`config.mk`:
```
export PLATFORM = sky130hd
export DESIGN_NAME = dopf_scale
export DESIGN_NICKNAME = d
export VERILOG_FILES = /design/src/rtl/dopf_pkg.sv /design/src/rtl/dopf_scale.sv
export SDC_FILE = /design/constraint.sdc
export NUM_CORES = 1
export LEC_CHECK = 0
export BUFFER_PORTS_ARGS = -buffer_cell sky130_fd_sc_hd__buf_4
export CAP_MARGIN = 10
export CORE_AREA = 3 3 171 173
export CTS_CLUSTER_DIAMETER = 120
export DETAILED_ROUTE_END_ITERATION = 10
export DIE_AREA = 0 0 174 176
export PLACE_DENSITY_LB_ADDON = 0.3
export SYNTH_ARGS = -nofsm -noshare
export SYNTH_HDL_FRONTEND = slang
export SYNTH_SLANG_ARGS = --single-unit
```
`constraint.sdc`:
```
create_clock -name i_clk -period 4.6 [get_ports i_clk]
set_clock_uncertainty 0.15 [all_clocks]
set_input_delay 0.92 -clock i_clk [delete_from_list [all_inputs] [get_ports i_clk]]
set_output_delay 0.92 -clock i_clk [all_outputs]
set_load 0.03 [all_outputs]
```
`src/rtl/dopf_pkg.sv`:
```
package dopf_pkg;

    localparam int MAX_ROWS   = 256;
    localparam int MAX_COLS   = 256;
    localparam int MAX_AXIS   = (MAX_ROWS > MAX_COLS) ? MAX_ROWS : MAX_COLS;
    localparam int ROW_W      = $clog2(MAX_ROWS);
    localparam int COL_W      = $clog2(MAX_COLS);
    localparam int MEM_DEPTH  = MAX_ROWS * MAX_COLS;
    localparam int ADDR_W     = $clog2(MEM_DEPTH);

    localparam int CRD_W      = 8;
    localparam int PIX_W      = 16;
    localparam int FRAC_W     = 8;
    localparam int OFF_W      = 16;
    localparam int NUM_OFF    = 4;
    localparam int DVD_W      = OFF_W + FRAC_W;
    localparam int QUO_W      = $clog2(MAX_AXIS) + 1;
    localparam int HI_W       = DVD_W - QUO_W;
    localparam int CMP_W      = (HI_W > PIX_W) ? HI_W : PIX_W;
    localparam int CNT_W      = $clog2(QUO_W);
    localparam int POS_W      = 18;
    localparam int FEAT_W     = 18;

    localparam int CFG_W      = 9;
    localparam int CFG_IDX_W  = 1;

    localparam int S_DATA_W   = 104;
    localparam int S_USER_W   = 1;
    localparam int M_DATA_W   = 24;
    localparam int S_PAD_W    = S_DATA_W - (2 * CRD_W + PIX_W + NUM_OFF * OFF_W + 2);

    localparam int OFF_R1     = 0;
    localparam int OFF_C1     = 1;
    localparam int OFF_R2     = 2;
    localparam int OFF_C2     = 3;

    localparam logic [CFG_W-1:0] NUM_ROWS_RST = CFG_W'(256);
    localparam logic [CFG_W-1:0] NUM_COLS_RST = CFG_W'(256);

    typedef enum logic [CFG_IDX_W-1:0] {
        CFG_NUM_ROWS = 1'b0,
        CFG_NUM_COLS = 1'b1
    } t_cfg_reg;

    typedef enum logic {
        KIND_WRITE = 1'b0,
        KIND_EVAL  = 1'b1
    } t_kind;

    typedef enum logic [2:0] {
        ST_IDLE,
        ST_CENTER,
        ST_DIVIDE,
        ST_PROBE,
        ST_FINISH
    } t_state;

    typedef logic signed [POS_W-1:0] t_pos;
    typedef logic [NUM_OFF-1:0][OFF_W-1:0] t_off_vec;

    typedef struct packed {
        logic [S_PAD_W-1:0] pad;
        logic               combine;
        logic               scale_by_depth;
        logic [OFF_W-1:0]   second_col_offset;
        logic [OFF_W-1:0]   second_row_offset;
        logic [OFF_W-1:0]   first_col_offset;
        logic [OFF_W-1:0]   first_row_offset;
        logic [PIX_W-1:0]   pixel_value;
        logic [CRD_W-1:0]   pixel_col;
        logic [CRD_W-1:0]   pixel_row;
    } t_in_data;

    typedef struct packed {
        logic             start;
        logic [PIX_W-1:0] depth;
        t_off_vec         offs;
    } t_div_req;

    typedef struct packed {
        logic     done;
        t_off_vec offs;
    } t_div_rsp;

    function automatic t_pos axis_last(input logic [CFG_W-1:0] r, input int unsigned mx);
        t_pos lim;
        if (r == '0) begin
            lim = t_pos'(1);
        end else if (POS_W'(r) > POS_W'(mx)) begin
            lim = POS_W'(mx);
        end else begin
            lim = POS_W'(r);
        end
        return lim - t_pos'(1);
    endfunction

    function automatic t_pos probe_pos(input logic [CRD_W-1:0] c, input logic [OFF_W-1:0] off);
        t_pos pc;
        t_pos po;
        pc = POS_W'(c);
        po = POS_W'($signed(off));
        return pc + po;
    endfunction

    function automatic t_pos clamp_axis(input t_pos p, input t_pos last);
        t_pos q;
        if (p < t_pos'(0)) begin
            q = t_pos'(0);
        end else if (p > last) begin
            q = last;
        end else begin
            q = p;
        end
        return q;
    endfunction

    function automatic logic [ADDR_W-1:0] addr_of(input logic [ROW_W-1:0] row,
                                                 input logic [COL_W-1:0] col);
        return ADDR_W'(row) * ADDR_W'(MAX_COLS) + ADDR_W'(col);
    endfunction

endpackage

```
`src/rtl/dopf_scale.sv`:
```
module dopf_scale
    import dopf_pkg::*;
(
    input  logic     i_clk,
    input  logic     i_rst_n,
    input  t_div_req i_req,
    output t_div_rsp o_rsp
);

    logic             r_busy;
    logic             r_done;
    logic [CNT_W-1:0] r_cnt;
    logic [PIX_W-1:0] r_depth;
    logic [PIX_W-1:0] r_rem [NUM_OFF];
    logic [QUO_W-1:0] r_num [NUM_OFF];
    logic [QUO_W-1:0] r_quo [NUM_OFF];
    logic             r_ovf [NUM_OFF];
    logic             r_neg [NUM_OFF];
    t_off_vec         r_res;

    logic [PIX_W-1:0] n_rem0 [NUM_OFF];
    logic [QUO_W-1:0] n_num0 [NUM_OFF];
    logic             n_ovf0 [NUM_OFF];
    logic [PIX_W-1:0] n_rem  [NUM_OFF];
    logic [QUO_W-1:0] n_quo  [NUM_OFF];
    t_off_vec         n_res;

    always_comb begin
        logic [OFF_W-1:0] mag;
        logic [DVD_W-1:0] dvd;
        logic [HI_W-1:0]  hi;
        logic [PIX_W:0]   trial;
        logic             ge;
        logic [QUO_W-1:0] qmag;
        logic [OFF_W-1:0] omag;
        n_res = '0;
        for (int l = 0; l < NUM_OFF; l++) begin
            mag       = i_req.offs[l][OFF_W-1] ? OFF_W'(-i_req.offs[l]) : i_req.offs[l];
            dvd       = {mag, {FRAC_W{1'b0}}};
            hi        = dvd[DVD_W-1:QUO_W];
            n_ovf0[l] = CMP_W'(hi) >= CMP_W'(i_req.depth);
            n_rem0[l] = PIX_W'(hi);
            n_num0[l] = dvd[QUO_W-1:0];

            trial     = {r_rem[l], r_num[l][QUO_W-1]};
            ge        = trial >= {1'b0, r_depth};
            n_rem[l]  = ge ? PIX_W'(trial - {1'b0, r_depth}) : PIX_W'(trial);
            n_quo[l]  = {r_quo[l][QUO_W-2:0], ge};
            qmag      = r_ovf[l] ? {QUO_W{1'b1}} : n_quo[l];
            omag      = OFF_W'(qmag);
            n_res[l]  = r_neg[l] ? OFF_W'(-omag) : omag;
        end
    end

    always_ff @(posedge i_clk) begin
        if (!i_rst_n) begin
            r_busy <= 1'b0;
            r_done <= 1'b0;
            r_cnt  <= '0;
        end else begin
            r_done <= 1'b0;
            if (i_req.start) begin
                r_busy <= 1'b1;
                r_cnt  <= CNT_W'(QUO_W - 1);
            end else if (r_busy) begin
                r_cnt <= r_cnt - 1'b1;
                if (r_cnt == '0) begin
                    r_busy <= 1'b0;
                    r_done <= 1'b1;
                end
            end
        end
    end

    always_ff @(posedge i_clk) begin
        if (i_req.start) begin
            r_depth <= i_req.depth;
            for (int l = 0; l < NUM_OFF; l++) begin
                r_rem[l] <= n_rem0[l];
                r_num[l] <= n_num0[l];
                r_ovf[l] <= n_ovf0[l];
                r_neg[l] <= i_req.offs[l][OFF_W-1];
            end
        end else if (r_busy) begin
            for (int l = 0; l < NUM_OFF; l++) begin
                r_rem[l] <= n_rem[l];
                r_num[l] <= {r_num[l][QUO_W-2:0], 1'b0};
                r_quo[l] <= n_quo[l];
            end
            if (r_cnt == '0) begin
                r_res <= n_res;
            end
        end
    end

    assign o_rsp.done = r_done;
    assign o_rsp.offs = r_res;

endmodule

```
==> impl_metrics.tcl <==
set metrics [dict create \
    fmaxAchievable_ghz 0.262 \
    post_cts_buffers 0 \
    htree_levels 4 \
    slew_headroom 0.323 \
    drc 0 \
    antenna_found_initial 0 \
    dr_wl_met3_um 1990 \
    dr.first_iter.drc_count 879 \
    holdBufCountCts 0 \
    finalSetupViolCount 0 \
    drv_cap 0 \
    r2r_start "r_depth[6]" \
    cts_inserted_buffers 17 \
    hold_end "r_quo[2][7]" \
    first_global_vias 10600 \
    place_area_sq_mm 0.0153 \
    drive_above_1_share 0.129 \
    rrSetupSlack_ns 0.79 \
    cts.sinks 194 \
    crit_start "r_depth[6]" \
    synth_most_common_cell "edfxtp_1" \
    min_path_cells 0 \
    hp-class "reg -> reg" \
    cts-root-buf "clkbuf_16" \
    hpwlAfterDp_um 25900 \
    post_cts_resized 0 \
    cp-end-kind "flip-flop" \
    yosys.area.top_type_share 0.409 \
    ys_warn_count 0 \
    synth.area.top_cells "edfxtp_1 41%, ha_1 12%, a21oi_1 5.0%" \
    syn_nets 1642 \
    placed_cells 1907 \
    vias 11200 \
    required_ns 4.61 \
    hold_viol_final 0 \
    fin_area_sq_mm 0.0159 \
    timing.final.max_slew_violations 0 \
    wire_per_inst_um 17.6 \
    clk_pin_slew_ns 0.08 \
    multi_input_area_sq_mm 0.00758 \
    ff2ff_path_depth 14 \
    fin_cells 1939 \
    yosysTopAreaCell "edfxtp_1" \
    rsz0062_at_grt "false" \
    synthTopCellsByCount "188 x edfxtp_1, 169 x nor2_1, 138 x a21oi_1, 133 x ha_1, 95 x nand2_1" \
    vias_per_cell 5.77 \
    timing.final.crit_share 0.829 \
    cts_tree "done" \
    leakage_uw 0.00639 \
    start_kind "flip-flop" \
    holdCritStartpoint "r_quo[2][6]" \
    grt_overflow_total 0 \
    worst_slack_ns 0.786 \
    rr_endpoint "o_rsp[8]" \
    die_h_um 176 \
    wl_um 34100 \
    die_width_um 174 \
    async_flop_share 0 \
    synth_seq_cells 194 \
    criticalPathCategory "reg -> reg" \
    topRoutingLayerUsed "met4" \
    netlist_instances 1422 \
    dpl_worst_slack_ns 0.566 \
    antenna_cells 0 \
    drt_pre_antenna_iters 5 \
    grt_pass1_wl_um 54200 \
    ir_drop_mv 0.262 \
    fin_setup_tns_ns 0 \
    io_buffers 147 \
    status "finished clean" \
    crit_arrival_ns 3.83 \
    wl_met1_um 15800 \
    clk_path_buf_depth 2 \
    io_pins 148 \
    netlist_area_sq_mm 0.0138 \
    wl_met2_um 15600 \
    dieArea_sq_mm 0.0306 \
    clk_latency_ns 0.44 \
    drtAntennaViolNets 0 \
    core_area_sq_mm 0.0278 \
    row_count 61 \
    worst_pin_slew_ns 1.01 \
    nNetsFinal 1768 \
    power_density_mw_per_mm2 350 \
    initial_utilization 0.497 \
    grt_max_degree 75 \
    grtUsageTotal 0.219 \
    critical_path_peak_fanout 6 \
    synth_area_per_cell_sq_um 9.70 \
    ys_seq_area_frac 0.418 \
    synth-edff-count 188 \
    synthToLayoutAreaGrowth_pct 15.0 \
    synth.distinct_cells 67 \
    place_congestion 0.900 \
    ys.flop_type "edfxtp_1" \
    fin_crit_ns 3.81 \
    fillerInstances 2468 \
    seq_area_sq_mm 0.00577 \
]
-- cell type report --
| type | instances | area share |
|---|---|---|
| clock buffer | 18 | 0.0270 |
| timing repair buffer | 157 | 0.0751 |
| sequential | 194 | 0.363 |
| clock inverter | 14 | 0.00993 |
| inverter | 72 | 0.0172 |
| multi-input combinational | 1106 | 0.478 |
| tap | 378 | 0.0298 |
-- cell families (layout without fill, tap and decap cells) --
family          after synthesis  count (layout)  synth area share
mux                          20              20            0.0145
fa+ha+maj                   137             137             0.126
xor+xnor                    111             111            0.0705
buf+inv                     122             261            0.0342
simple gates                430             430             0.147
compound gates              408             408             0.190
flops                       194             194             0.418
-- sequential cells by signal, summed over array words and instances (netlist names) --
signal,cells
o_rsp,64
r_neg,4
r_quo,32
r_rem,64
r_busy,1
r_done,1
r_ovf,4
r_num,4
r_depth,16
r_cnt,4
-- layer usage --
layer / global-route usage / vias up
met1: 0.304 / 5253
met5: 0 / -
li1: - / 5513
met2: 0.361 / 378
met4: 0.0630 / 0
met3: 0.0275 / 52
-- critical path, cell delays in order, from the launching register on --
cell and delay, ns:
edfxtp_1 0.37, inv_1 0.21, ha_1 0.35, a2111oi_0 0.41, nor3_1 0.11, o21a_1 0.16
a21oi_1 0.28, a22o_1 0.23, inv_1 0.06, nor2_1 0.16, ha_1 0.23, nand3_1 0.12
or3_1 0.36, a211oi_1 0.25, a21oi_1 0.06
-- metrics by stage --
step	hold slack, ns	power [uW]	util
2_1_floorplan	0.294	3580	-
6_report	0.333	5550	0.571
3_5_place_dp	0.316	4050	0.550
4_1_cts	0.335	5550	0.571
3_3_place_gp	0.316	4000	0.550
5_1_grt	0.339	5870	0.571
-- power by group --
part | internal, uW | leakage [uW] | switching (uW)
sequential | 2120 | 0.00184 | 90.1
clock | 733 | 0.000287 | 772
combinational | 758 | 0.00427 | 1070
-- how the worst max path moves through the flow --
stage / endpoint / slack [ns] / depth (start not counted)
floorplan: o_rsp[0] / 0.009 / 3
global placement: r_ovf[1] / 0.57 / 14
detailed placement: r_ovf[1] / 0.57 / 14
CTS: o_rsp[8] / 0.84 / 14
global route: o_rsp[8] / 0.56 / 14
finish: o_rsp[8] / 0.79 / 14
-- cells in the final DEF, fill, tap and decap left out, drive strengths merged, types with 4 or more instances in the layout --
master   count
clkbuf      18
mux2i       20
o2111ai      7
o21bai       5
xnor2       78
dfxtp        6
nor2       169
nor3        25
ha         133
o41ai       10
xor2        33
o22ai        5
nand4       11
edfxtp     188
or3         16
a21o        37
o31a        11
nand3b       5
a21boi       4
a31oi       13
nand2b      30
o211ai       5
o21ai       68
a211oi      24
nand2       95
fa           4
inv         79
nor2b       20
o31ai       20
nand3       22
or4          6
buf        157
and3         4
nor4        14
o21a        35
a21oi      140
clkinv       7
Note: power is estimated with default switching activity, not from simulation.
